$ cat src/design/sclc_pkg.sv
package sclc_pkg;

    // Operating phases, also shown on the phase output
    typedef enum logic [2:0] {
        PH_DIGIT1 = 3'd0,
        PH_GAP1   = 3'd1,
        PH_DIGIT2 = 3'd2,
        PH_GAP2   = 3'd3,
        PH_UNLOCK = 3'd4,
        PH_REJECT = 3'd5,
        PH_WAIT   = 3'd6,
        PH_EMERG  = 3'd7
    } phase_t;

    // Configuration register indexes
    localparam logic [2:0] CFG_SECRET_FIRST  = 3'd0;
    localparam logic [2:0] CFG_SECRET_SECOND = 3'd1;
    localparam logic [2:0] CFG_IDLE_LIMIT    = 3'd2;
    localparam logic [2:0] CFG_EDGE_HOLDOFF  = 3'd3;
    localparam logic [2:0] CFG_DIGIT_GAP     = 3'd4;
    localparam logic [2:0] CFG_RELAY_TIME    = 3'd5;
    localparam logic [2:0] CFG_BEEP_HALF     = 3'd6;
    localparam logic [2:0] CFG_RESULT_WAIT   = 3'd7;

    localparam int CFG_INDEX_W = 3;
    localparam int CFG_DATA_W  = 10;

    // Defaults for the top level parameters
    localparam int DEF_COUNT_LIMIT  = 9;
    localparam int DEF_REJECT_BEEPS = 6;

    // Emergency melody: two parts of fixed beeps
    localparam logic [6:0] MELODY_TWICE_A = 7'd4;
    localparam logic [3:0] MELODY_BEEPS_A = 4'd8;
    localparam logic [6:0] MELODY_TWICE_B = 7'd10;
    localparam logic [3:0] MELODY_BEEPS_B = 4'd4;
    localparam logic [5:0] MELODY_HALF_A  = 6'd2;
    localparam logic [5:0] MELODY_HALF_B  = 6'd5;

    typedef struct packed {
        logic [3:0] secret_first;
        logic [3:0] secret_second;
        logic [7:0] idle_limit;
        logic [3:0] edge_holdoff;
        logic [7:0] digit_gap;
        logic [9:0] relay_time;
        logic [5:0] beep_half;
        logic [7:0] result_wait;
    } cfg_t;

    localparam cfg_t CFG_RESET = '{
        secret_first:  4'd3,
        secret_second: 4'd2,
        idle_limit:    8'd30,
        edge_holdoff:  4'd2,
        digit_gap:     8'd10,
        relay_time:    10'd100,
        beep_half:     6'd4,
        result_wait:   8'd20
    };

    typedef struct packed {
        phase_t     phase;
        logic [3:0] swipe_count;
        logic [3:0] first_digit;
        logic       previous_level;
        logic [7:0] idle_ticks;
        logic [9:0] phase_timer;
        logic [3:0] beep_counter;
        logic       melody_part;
        logic       emergency_prev;
        logic [3:0] display_digit;
    } state_t;

    localparam state_t STATE_RESET = '{
        phase:          PH_DIGIT1,
        swipe_count:    4'd0,
        first_digit:    4'd0,
        previous_level: 1'b1,
        idle_ticks:     8'd0,
        phase_timer:    10'd0,
        beep_counter:   4'd0,
        melody_part:    1'b0,
        emergency_prev: 1'b0,
        display_digit:  4'd0
    };

    typedef struct packed {
        logic [6:0] segments;
        logic       relay_on;
        logic       buzzer_on;
        logic [2:0] phase;
    } result_t;

    // Digit to 7-segment pattern, blank above 9
    function automatic logic [6:0] seg_pattern(input logic [3:0] digit);
        logic [6:0] pat;
        unique case (digit)
            4'd0:    pat = 7'h3F;
            4'd1:    pat = 7'h06;
            4'd2:    pat = 7'h5B;
            4'd3:    pat = 7'h4F;
            4'd4:    pat = 7'h66;
            4'd5:    pat = 7'h6D;
            4'd6:    pat = 7'h7D;
            4'd7:    pat = 7'h07;
            4'd8:    pat = 7'h7F;
            4'd9:    pat = 7'h6F;
            default: pat = 7'h00;
        endcase
        return pat;
    endfunction

endpackage

$ cat src/design/swipe_code_lock_controller.sv
// Swipe code lock controller. One input item per sample tick carries the two
// light sensor levels and the emergency line; each item yields one result item
// with the display pattern, relay and buzzer drives and the current phase.
// An item is taken every clock cycle: the tick's state update is a single pass
// of counters and compares between the state registers and the output
// register, and in_ready drops only while a result waits in the output register
// and out_ready is low. Configuration is written through cfg_we/cfg_index/
// cfg_data and takes effect on the next item; write only while idle.
module swipe_code_lock_controller #(
    parameter int COUNT_LIMIT  = sclc_pkg::DEF_COUNT_LIMIT,
    parameter int REJECT_BEEPS = sclc_pkg::DEF_REJECT_BEEPS
) (
    input  logic                             clk,
    input  logic                             rst_n,
    input  logic                             in_valid,
    output logic                             in_ready,
    input  logic                             sensor_one,
    input  logic                             sensor_two,
    input  logic                             emergency_line,
    output logic                             out_valid,
    input  logic                             out_ready,
    output logic [6:0]                       segments,
    output logic                             relay_on,
    output logic                             buzzer_on,
    output logic [2:0]                       phase,
    input  logic                             cfg_we,
    input  logic [sclc_pkg::CFG_INDEX_W-1:0] cfg_index,
    input  logic [sclc_pkg::CFG_DATA_W-1:0]  cfg_data
);
    import sclc_pkg::*;

    cfg_t    cfg_reg;
    state_t  state_reg;
    state_t  state_next;
    result_t result_next;
    result_t result_reg;
    logic    out_valid_reg;
    logic    accept;

    assign in_ready = !out_valid_reg || out_ready;
    assign accept   = in_valid && in_ready;

    // Configuration registers
    always_ff @(posedge clk or negedge rst_n)
    begin
        if (!rst_n) begin
            cfg_reg <= CFG_RESET;
        end else if (cfg_we) begin
            unique case (cfg_index)
                CFG_SECRET_FIRST:  cfg_reg.secret_first  <= cfg_data[3:0];
                CFG_SECRET_SECOND: cfg_reg.secret_second <= cfg_data[3:0];
                CFG_IDLE_LIMIT:    cfg_reg.idle_limit    <= cfg_data[7:0];
                CFG_EDGE_HOLDOFF:  cfg_reg.edge_holdoff  <= cfg_data[3:0];
                CFG_DIGIT_GAP:     cfg_reg.digit_gap     <= cfg_data[7:0];
                CFG_RELAY_TIME:    cfg_reg.relay_time    <= cfg_data[9:0];
                CFG_BEEP_HALF:     cfg_reg.beep_half     <= cfg_data[5:0];
                CFG_RESULT_WAIT:   cfg_reg.result_wait   <= cfg_data[7:0];
            endcase
        end
    end

    sclc_step #(
        .COUNT_LIMIT  (COUNT_LIMIT),
        .REJECT_BEEPS (REJECT_BEEPS)
    ) u_step (
        .state          (state_reg),
        .cfg            (cfg_reg),
        .sensor_one     (sensor_one),
        .sensor_two     (sensor_two),
        .emergency_line (emergency_line),
        .state_next     (state_next),
        .result         (result_next)
    );

    // Controller state, advanced once per accepted item
    always_ff @(posedge clk or negedge rst_n)
    begin
        if (!rst_n) begin
            state_reg <= STATE_RESET;
        end else if (accept) begin
            state_reg <= state_next;
        end
    end

    // Output register
    always_ff @(posedge clk or negedge rst_n)
    begin
        if (!rst_n) begin
            out_valid_reg <= 1'b0;
        end else if (accept) begin
            out_valid_reg <= 1'b1;
        end else if (out_ready) begin
            out_valid_reg <= 1'b0;
        end
    end

    always_ff @(posedge clk)
    begin
        if (accept) begin
            result_reg <= result_next;
        end
    end

    assign out_valid = out_valid_reg;
    assign segments  = result_reg.segments;
    assign relay_on  = result_reg.relay_on;
    assign buzzer_on = result_reg.buzzer_on;
    assign phase     = result_reg.phase;

endmodule

$ cat src/design/sclc_step.sv
module sclc_step #(
    parameter int COUNT_LIMIT  = sclc_pkg::DEF_COUNT_LIMIT,
    parameter int REJECT_BEEPS = sclc_pkg::DEF_REJECT_BEEPS
) (
    input  sclc_pkg::state_t  state,
    input  sclc_pkg::cfg_t    cfg,
    input  logic              sensor_one,
    input  logic              sensor_two,
    input  logic              emergency_line,
    output sclc_pkg::state_t  state_next,
    output sclc_pkg::result_t result
);
    import sclc_pkg::*;

    localparam logic [3:0] LIMIT = 4'(COUNT_LIMIT);
    localparam logic [3:0] BEEPS = 4'(REJECT_BEEPS);

    typedef struct packed {
        logic [9:0] timer;
        logic [3:0] count;
        logic       done;
    } beep_step_t;

    typedef struct packed {
        state_t st;
        logic   done;
    } entry_step_t;

    // One tick of a beep sequence; twice_half is the full beep period
    function automatic beep_step_t beep_tick(input logic [9:0] timer,
                                             input logic [3:0] count,
                                             input logic [6:0] twice_half,
                                             input logic [3:0] beeps);
        beep_step_t r;
        r.timer = timer + 10'd1;
        r.count = count;
        r.done  = 1'b0;
        if (r.timer >= {3'd0, twice_half}) begin
            r.timer = 10'd0;
            r.count = count + 4'd1;
            if (r.count >= beeps) begin
                r.count = 4'd0;
                r.done  = 1'b1;
            end
        end
        return r;
    endfunction

    // One tick of digit entry on the given sensor level
    function automatic entry_step_t entry_tick(input state_t s, input logic level,
                                               input cfg_t c);
        entry_step_t r;
        r.st   = s;
        r.done = 1'b0;
        if (s.phase_timer != 10'd0) begin
            // holdoff: follow the level only
            r.st.phase_timer    = s.phase_timer - 10'd1;
            r.st.previous_level = level;
        end else begin
            if (!level && s.previous_level) begin
                r.st.swipe_count   = (s.swipe_count < LIMIT) ? s.swipe_count + 4'd1 : LIMIT;
                r.st.display_digit = r.st.swipe_count;
                r.st.idle_ticks    = 8'd0;
                r.st.phase_timer   = {6'd0, c.edge_holdoff};
            end
            r.st.previous_level = level;
            if (r.st.idle_ticks != 8'hFF)
                r.st.idle_ticks = r.st.idle_ticks + 8'd1;
            r.done = (r.st.swipe_count != 4'd0) && (r.st.idle_ticks >= c.idle_limit);
        end
        return r;
    endfunction

    // Next state
    always_comb
    begin
        entry_step_t ent;
        beep_step_t  bp;
        logic        rise;
        rise = emergency_line && !state.emergency_prev;
        state_next = state;
        state_next.emergency_prev = emergency_line;
        ent = '0;
        bp  = '0;
        if (rise) begin
            state_next.phase        = PH_EMERG;
            state_next.melody_part  = 1'b0;
            state_next.beep_counter = 4'd0;
            state_next.phase_timer  = 10'd0;
            state_next.swipe_count  = 4'd0;
            state_next.idle_ticks   = 8'd0;
        end else begin
            unique case (state.phase)
                PH_DIGIT1:
                begin
                    ent = entry_tick(state, sensor_one, cfg);
                    state_next = ent.st;
                    state_next.emergency_prev = emergency_line;
                    if (ent.done) begin
                        state_next.first_digit = ent.st.swipe_count;
                        state_next.phase       = PH_GAP1;
                        state_next.phase_timer = {2'd0, cfg.digit_gap};
                    end
                end
                PH_GAP1:
                begin
                    if (state.phase_timer <= 10'd1) begin
                        state_next.phase          = PH_DIGIT2;
                        state_next.swipe_count    = 4'd0;
                        state_next.idle_ticks     = 8'd0;
                        state_next.phase_timer    = 10'd0;
                        state_next.previous_level = sensor_two;
                    end else begin
                        state_next.phase_timer = state.phase_timer - 10'd1;
                    end
                end
                PH_DIGIT2:
                begin
                    ent = entry_tick(state, sensor_two, cfg);
                    state_next = ent.st;
                    state_next.emergency_prev = emergency_line;
                    if (ent.done) begin
                        state_next.phase       = PH_GAP2;
                        state_next.phase_timer = {2'd0, cfg.digit_gap};
                    end
                end
                PH_GAP2:
                begin
                    if (state.phase_timer <= 10'd1) begin
                        if (state.first_digit == cfg.secret_first &&
                            state.swipe_count == cfg.secret_second) begin
                            state_next.phase       = PH_UNLOCK;
                            state_next.phase_timer = cfg.relay_time;
                        end else begin
                            state_next.phase        = PH_REJECT;
                            state_next.phase_timer  = 10'd0;
                            state_next.beep_counter = 4'd0;
                        end
                    end else begin
                        state_next.phase_timer = state.phase_timer - 10'd1;
                    end
                end
                PH_UNLOCK:
                begin
                    if (state.phase_timer <= 10'd1) begin
                        state_next.phase       = PH_WAIT;
                        state_next.phase_timer = {2'd0, cfg.result_wait};
                    end else begin
                        state_next.phase_timer = state.phase_timer - 10'd1;
                    end
                end
                PH_REJECT:
                begin
                    bp = beep_tick(state.phase_timer, state.beep_counter,
                                   {cfg.beep_half, 1'b0}, BEEPS);
                    state_next.phase_timer  = bp.timer;
                    state_next.beep_counter = bp.count;
                    if (bp.done) begin
                        state_next.phase       = PH_WAIT;
                        state_next.phase_timer = {2'd0, cfg.result_wait};
                    end
                end
                PH_WAIT:
                begin
                    if (state.phase_timer <= 10'd1) begin
                        state_next.phase          = PH_DIGIT1;
                        state_next.swipe_count    = 4'd0;
                        state_next.idle_ticks     = 8'd0;
                        state_next.phase_timer    = 10'd0;
                        state_next.display_digit  = 4'd0;
                        state_next.previous_level = sensor_one;
                    end else begin
                        state_next.phase_timer = state.phase_timer - 10'd1;
                    end
                end
                PH_EMERG:
                begin
                    if (!state.melody_part)
                        bp = beep_tick(state.phase_timer, state.beep_counter,
                                       MELODY_TWICE_A, MELODY_BEEPS_A);
                    else
                        bp = beep_tick(state.phase_timer, state.beep_counter,
                                       MELODY_TWICE_B, MELODY_BEEPS_B);
                    state_next.phase_timer  = bp.timer;
                    state_next.beep_counter = bp.count;
                    if (bp.done) begin
                        if (!state.melody_part) begin
                            state_next.melody_part = 1'b1;
                        end else begin
                            // melody over: restart entry, display cleared
                            state_next.melody_part    = 1'b0;
                            state_next.phase          = PH_DIGIT1;
                            state_next.swipe_count    = 4'd0;
                            state_next.idle_ticks     = 8'd0;
                            state_next.phase_timer    = 10'd0;
                            state_next.display_digit  = 4'd0;
                            state_next.previous_level = sensor_one;
                        end
                    end
                end
            endcase
        end
    end

    // Result from the updated state
    always_comb
    begin
        logic [5:0] half;
        half = 6'd0;
        unique case (state_next.phase)
            PH_REJECT: half = cfg.beep_half;
            PH_EMERG:  half = state_next.melody_part ? MELODY_HALF_B : MELODY_HALF_A;
            default:   half = 6'd0;
        endcase
        result.segments  = seg_pattern(state_next.display_digit);
        result.relay_on  = (state_next.phase == PH_UNLOCK);
        result.buzzer_on = (state_next.phase_timer < {4'd0, half});
        result.phase     = state_next.phase;
    end

endmodule

$ cat config.mk
export PLATFORM = sky130hd
export DESIGN_NAME = swipe_code_lock_controller
export DESIGN_NICKNAME = d
export VERILOG_FILES = /design/src/design/sclc_pkg.sv /design/src/design/swipe_code_lock_controller.sv /design/src/design/sclc_step.sv
export SDC_FILE = /design/constraint.sdc
export NUM_CORES = 1
export LEC_CHECK = 0
export BUFFER_PORTS_ARGS = -buffer_cell sky130_fd_sc_hd__buf_2
export CAP_MARGIN = 5
export CORE_ASPECT_RATIO = 1.5
export CORE_MARGIN = 2
export CORE_UTILIZATION = 44
export DETAILED_ROUTE_END_ITERATION = 8
export GPL_TIMING_DRIVEN = 1
export SLEW_MARGIN = 20
export SYNTH_ARGS = -nofsm -noshare
export SYNTH_HDL_FRONTEND = slang
export SYNTH_SLANG_ARGS = --single-unit
$ cat constraint.sdc
create_clock -name clk -period 11.7 [get_ports clk]
set_input_delay 0.585 -clock clk [delete_from_list [all_inputs] [get_ports clk]]
set_output_delay 0.585 -clock clk [all_outputs]
set_load 0.01 [all_outputs]
==> results_dict.tcl, run 1 <==
set metrics [dict create \
    outcome "complete, but fails checks" \
    violations "design-rule violations" \
    largest_reg_flops 52 \
    die_area_um2 19000 \
    seqPwrFrac 0.301 \
    multiInputGateArea_um2 4800 \
    syn_inst 892 \
    fmax_mhz 189 \
    synth.distinct_cells 86 \
    finalCritPeriodShare 0.453 \
    tns_ns 0 \
    rr_endpoint "buzzer_on" \
    synth_top_cell_by_area "dfrtp_1" \
    antenna_left 0 \
    yosysTopAreaCellShare 0.242 \
    relSlewSlack 0.323 \
    hold_viol 0 \
    start_util 0.451 \
    worst_pin_slew_ns 1.01 \
    required_ns 11.90 \
    cts_buffers 9 \
    route.detailed.drc 3 \
    max-cap-violations 0 \
    die_x_um 113 \
    post-synth-top-count-cell "nand2_1" \
    drt_iter0_drc 652 \
    cts_sinks 105 \
    combPwrFrac 0.546 \
    grt_max_degree 71 \
    finalNetCount 963 \
    port_buffers 34 \
    cp_max_fo 13 \
    power.density_nw_per_um2 230 \
    fp-row-count 59 \
    placed_area_um2 8190 \
    postSynthAreaPerCell_um2 8.80 \
    swShare 0.475 \
    cts_setup_buffers 0 \
    gr-usage-all-layers 0.255 \
    finalWorstSetupSlack_ns 6.40 \
    nFillCells 1720 \
    yosys_warnings 0 \
    syn_area_um2 7850 \
    gp_routability_congestion 0.935 \
    clock_latency_ns 0.36 \
    p_leak_nw 3.54 \
    drive_gt1_frac 0.169 \
    power.switching_mw 0.928 \
    boundaryPins 35 \
    postCtsResizedCells 0 \
    fin_area_um2 8470 \
    crit_path_start "state_reg[28]" \
    crit_path_end "buzzer_on" \
    ys_top_cells_by_count "nand2_1, dfrtp_1, o21ai_0, nor2_1, a21oi_1" \
    syn_to_final_growth_pct 7.90 \
    overflow 0 \
    routedWlPerCell_um 21.3 \
    grt_pass1_vias 6712 \
    wirelength_um 23800 \
    ff2ff_setup_slack_ns 6.40 \
    via_per_inst 6.27 \
    async_reset_ff_frac 0.886 \
    dr.pass1.iters 7 \
    hold_class "primary input to async pin" \
    cts_tree "done" \
    place_ws_ns 6.13 \
    clockPowerShare 0.153 \
    die_y_um 168 \
    worstSetupStartpointType "flip-flop" \
    rsz0062_at_grt "no" \
    ir_drop_uv 87.6 \
    arrival_ns 5.50 \
    cell_internal_pwr_mw 1.02 \
    finalSetupViolations 0 \
    core_area_um2 17400 \
    via_count 7012 \
    clk_path_buf_depth 2 \
    r2r-start "state_reg[28]" \
    seq_area_um2 2710 \
    dpl.hpwl_um 18000 \
    period_needed_ns 5.30 \
    finalClockSkew_ns 0.0151 \
    path_class "flip-flop to flip-flop" \
    grt_pass1_wl_um 37700 \
    cts_max_level 3 \
    postCtsHoldBufs 0 \
    antenna_found_initial 0 \
    ys_seq_elements 105 \
    ys_top_cells_by_area "dfrtp_1, mux2_2, ha_1, dfstp_2, nand2_1" \
    ctsRootBufferMaster "clkbuf_16" \
    cts.clk_slew.worst_paths_ns 0.08 \
    reg2reg_depth 19 \
    slew_violations 0 \
    syn_nets 955 \
    diodes 0 \
    ys_seq_area_frac 0.345 \
    synthFlopType "dfrtp_1" \
    synth_edf_count 12 \
    cp-end-kind "flip-flop" \
]
## metrics by stage
| stage | utilization | hold slack [ns] | std cells | power [mW] |
|---|---|---|---|---|
| final | 0.486 | 0.120 | 1118 | 1.95 |
| after global routing | 0.486 | 0.144 | 1118 | 2.09 |
| after CTS | 0.486 | 0.130 | 1118 | 1.94 |
| after detailed placement | 0.470 | 0.491 | 1102 | 1.63 |
| after global placement | 0.470 | 0.477 | 1102 | 1.63 |
| after floorplan | - | 0.289 | 892 | 1.33 |
## cell usage in the layout (no fill, tap or decap), types with 6 or more instances in the layout
master     Yosys  routed
mux2_2        48      48
nor2b_1        9       9
a31oi_1       10      10
and2_1         9       9
mux2i_1       10      10
nor2_1        59      59
o22ai_1       10      10
xor2_1        18      18
nor4_1         7       7
clkbuf_16      0       9
a221oi_1       6       6
a211oi_1      12      12
nand3_1       32      32
nand2b_1      18      18
o21ai_0       60      60
buf_4          0      13
and3_1        14      14
dfstp_2       17      17
nor3_1        20      20
buf_2          2      33
ha_1          42      42
o2bb2ai_1     11      11
inv_1         39      39
a21o_1        13      13
nand4b_1       6       6
a22oi_1       12      12
edfxtp_1      12      12
xnor2_1       11      11
dfrtp_1       76      76
nand2_1      104     104
a21oi_1       50      50
## logic make-up (layout without fill, tap and decap cells)
group           Yosys count  in the layout  synth area share
mux                      59             59            0.0830
fa+ha+maj                42             42            0.0669
flops                   105            105             0.345
buf+inv                  88            101            0.0433
xor+xnor                 29             29            0.0324
simple gates            312            312             0.202
compound gates          257            257             0.227
## power groups by stage
stage	combinational, mW	clock (mW)	sequential (mW)
CTS	1.05	0.309	0.582
finish	1.06	0.299	0.588
floorplan	0.822	0	0.507
global placement	1.04	0	0.590
global route	1.17	0.319	0.600
detailed placement	1.05	0	0.589
## critical path, cell delays in order (launching register included)
cell,delay (ns)
dfstp_2,0.56
nand2b_1,0.28
and2_1,0.31
ha_1,0.26
and2_1,0.19
nand2_1,0.10
mux2_1,0.37
ha_1,0.29
a211oi_1,0.06
o221a_2,0.31
nor4_2,0.58
a211oi_2,0.10
nand3_1,0.23
nand3b_1,0.21
a21boi_1,0.18
ha_1,0.30
a21oi_1,0.21
o2111ai_1,0.13
a211o_1,0.30
a221oi_2,0.17
## worst min path at each step
stage | start | to | slack [ns] | depth (start not counted)
final | rst_n | state_reg[10] | 0.12 | 1
after detailed placement | state_reg[4] | state_reg[4] | 0.49 | 2
after global placement | state_reg[4] | state_reg[4] | 0.48 | 2
after CTS | rst_n | state_reg[10] | 0.13 | 1
after floorplan | rst_n | cfg_reg[0] | 0.29 | 0
after global routing | rst_n | state_reg[10] | 0.14 | 1
## metal layers
| layer | wire [um] | global-route usage | vias up |
|---|---|---|---|
| li1 | - | - | 3302 |
| met1 | 9880 | 0.327 | 3394 |
| met2 | 11700 | 0.434 | 264 |
| met3 | 1390 | 0.0329 | 52 |
| met4 | 843 | 0.101 | 0 |
| met5 | 0 | 0 | - |
## final cells by class
| class | count | share of cell area |
|---|---|---|
| clock buffers | 13 | 0.0307 |
| clock inverters | 3 | 0.00295 |
| well taps | 213 | 0.0315 |
| flip-flops and latches | 105 | 0.320 |
| multi-input cells | 699 | 0.567 |
| inverters | 39 | 0.0173 |
| repair buffers | 46 | 0.0310 |
Power figures use the tool's default switching activity.
==> run 2, diff against run 1 <==
ABC_AREA = 1   (was default)
clock period = 4.49 ns   (was 11.7 ns; I/O delays follow)
==> run 2 against run 1 <==
Against the previous run: the run now ends clean; first-iteration DRC count down 17%; synthesized area up 4.0%; maximum frequency up 25%; setup slack worse by 6.2 ns; largest power group unchanged; design area up 8.4%; register-to-register slack worse by 6.2 ns; highest routed layer unchanged; utilization up 1.3 points; count of clock-buffer cells in the layout down 4; flip-flop and latch count unchanged; total power rose to 3.1 times the previous value.
==> results_dict.tcl, run 2 <==
set metrics [dict create \
    outcome "finished, final reports clean" \
    finalCritPeriodShare 0.946 \
    syn_inst 1153 \
    wirelength_um 24600 \
    required_ns 4.72 \
    ys_top_cells_by_area "dfrtp_1, nand2_1, o21ai_0, ha_1, inv_1" \
    wl_met1_um 10200 \
    power.density_nw_per_um2 666 \
    overflow 0 \
    slowest_delay_ns 0.38 \
    arrival_ns 4.48 \
    slew_violations 0 \
    synth_edf_count 12 \
    grt_pass1_vias 7359 \
    cp_slowest_cell "dfstp_2" \
    routedWlPerCell_um 16.8 \
    port_buffers 34 \
    cp_common_cell "nand2_1" \
    largest_reg_flops 52 \
    postSynthAreaPerCell_um2 7.08 \
    yosysTopAreaCellShare 0.233 \
    ctsRootBufferMaster "clkbuf_16" \
    core_area_um2 18400 \
    holdCritStartpoint "cfg_data[9]" \
    via_per_inst 5.34 \
    crit_path_start "state_reg[28]" \
    synthFlopType "dfrtp_1" \
    swShare 0.529 \
    power.switching_mw 3.23 \
    boundaryPins 35 \
    p_leak_nw 4.33 \
    post-synth-top-count-cell "nand2_1" \
    hold_class "primary input to flip-flop" \
    dr.pass1.iters 5 \
    relSlewSlack 0.483 \
    worstSetupStartpointType "flip-flop" \
    cts_max_level 3 \
    ys_seq_area_frac 0.332 \
    clk_path_buf_depth 2 \
    gr-usage-all-layers 0.260 \
    ff2ff_setup_slack_ns 0.24 \
    synth_fa_ha_area_frac 0.0644 \
    synthSimpleGateAreaFrac 0.308 \
    period_needed_ns 4.25 \
    fmax_mhz 235 \
    die_area_um2 19700 \
    cp_max_fo 5 \
    clock_latency_ns 0.38 \
    route.detailed.drc 0 \
    worst_pin_slew_ns 0.775 \
    grt_pass1_wl_um 39200 \
    cts_sinks 105 \
    hold_viol 0 \
    die_x_um 115 \
    dpl.hpwl_um 19000 \
    top_layer "met4" \
    final_cell_mix "nand2_1, inv_1, o21ai_0, dfrtp_1, nor2_1" \
    cts_buffers 9 \
    ys_top_cells_by_count "nand2_1, inv_1, o21ai_0, dfrtp_1, nor2_1" \
    syn_nets 1216 \
    clockPowerShare 0.136 \
    ys_seq_elements 105 \
    holdWs_ns 0.0794 \
    r2r-start "state_reg[28]" \
    cell_internal_pwr_mw 2.88 \
    synth_top_family_by_area "simple AND/OR/NAND/NOR gates" \
    grt_max_degree 57 \
    met3_length_um 1130 \
    antenna_found_initial 0 \
    cts.clk_slew.worst_paths_ns 0.08 \
    cts_tree "done" \
    finalClockSkew_ns 0.0157 \
    finalSetupViolations 0 \
    cp-end-kind "flip-flop" \
    antenna_left 0 \
    async_reset_ff_frac 0.886 \
    drt_iter0_drc 540 \
    start_util 0.444 \
    path_class "flip-flop to flip-flop" \
    synth.distinct_cells 58 \
    drive_gt1_frac 0.179 \
    fin_cells 1461 \
    syn_area_um2 8160 \
    seqPwrFrac 0.242 \
    max-cap-violations 0 \
    met2_length_um 12200 \
    syn_to_final_growth_pct 12.5 \
    via_count 7798 \
    nFillCells 1891 \
    combPwrFrac 0.622 \
    fp-row-count 61 \
    gp_routability_congestion 1.03 \
    ir_drop_uv 216 \
    synth_compound_area_frac 0.176 \
    diodes 0 \
    die_y_um 171 \
    finalNetCount 1267 \
    yosys-mux-area-fraction 0.00276 \
    final_common_cell "nand2_1" \
    yosys_warnings 0 \
    synth_top_cell_by_area "dfrtp_1" \
    synthXorXnorAreaFrac 0.0202 \
    place_inst 1437 \
]
[run 2: cell count changes in the layout (fill, tap and decap cells not counted), sizes merged, moves of 33 or more]
| cell | delta |
|---|---|
| nor2 | +33 |
| mux2 | -47 |
| nand3 | +36 |
| nand2 | +223 |
| inv | +119 |
| o21ai | +89 |
[run 2: cell type report]
cell class	count	area (um^2)	area share
sequential	105	2710	0.295
timing repair buffer	72	460	0.0502
tap	252	315	0.0343
inverter	159	606	0.0660
clock inverter	7	85.1	0.00927
multi-input combinational	857	4780	0.521
clock buffer	9	225	0.0245
[run 2: cells by family after synthesis]
| kind of cell | Yosys count |
|---|---|
| mux | 2 |
| compound gates | 250 |
| xor+xnor | 18 |
| simple gates | 544 |
| flops | 105 |
| buf+inv | 192 |
| fa+ha+maj | 42 |
[run 2: timing repair]
| item | in CTS | in global routing |
|---|---|---|
| setup endpoints to repair | 1 | 1 |
| hold endpoints to repair | 48 | 0 |
| cloned | 0 | 1 |
| pin swaps | 1 | 19 |
| setup buffers | 1 | 5 |
| hold buffers | 1 | 0 |
| gates resized for setup | 1 | 32 |
[run 2: worst max-delay path: cells and delay by family (launching register included)]
family / cells / cell delay, ns
flops: 1 / 0.38
compound gates: 6 / 0.71
xor+xnor: 1 / 0.26
fa+ha+maj: 2 / 0.60
buf+inv: 5 / 0.42
simple gates: 16 / 1.73
[run 2: stage by stage]
stage               total power [mW]  setup WS, ns  utilization  area, um^2  TNS, ns
floorplan                       4.07       0.00157            -        8160        0
global placement                5.06        0.0229        0.473        8700        0
detailed placement              5.09       -0.0571        0.473        8700  -0.0571
CTS                             5.95        0.0164        0.491        9030        0
global route                    6.64       -0.0429        0.499        9180  -0.0429
finish                          6.11         0.244        0.499        9180        0
[run 2: power by group through the flow]
stage                     registers, mW  clock network, mW  logic [mW]
after floorplan                    1.39                  0        2.68
final                              1.48              0.832        3.80
after detailed placement           1.49                  0        3.60
after global placement             1.48                  0        3.57
after global routing               1.51              0.882        4.25
after CTS                          1.47              0.849        3.63
[run 2: final timing paths]
path                       depth (start not counted)            end
setup / recovery                                  30      buzzer_on
hold / removal                                     2    cfg_reg[23]
setup reg to reg                                  30      buzzer_on
hold reg to reg                                    2    cfg_reg[37]
max in group asynchronous                          3  state_reg[28]
min in group asynchronous                          2    cfg_reg[22]
[run 2: metal layers]
layer | up-vias | track usage
met5 | - | 0
li1 | 3901 | -
met3 | 69 | 0.0273
met4 | 0 | 0.127
met2 | 266 | 0.439
met1 | 3562 | 0.330
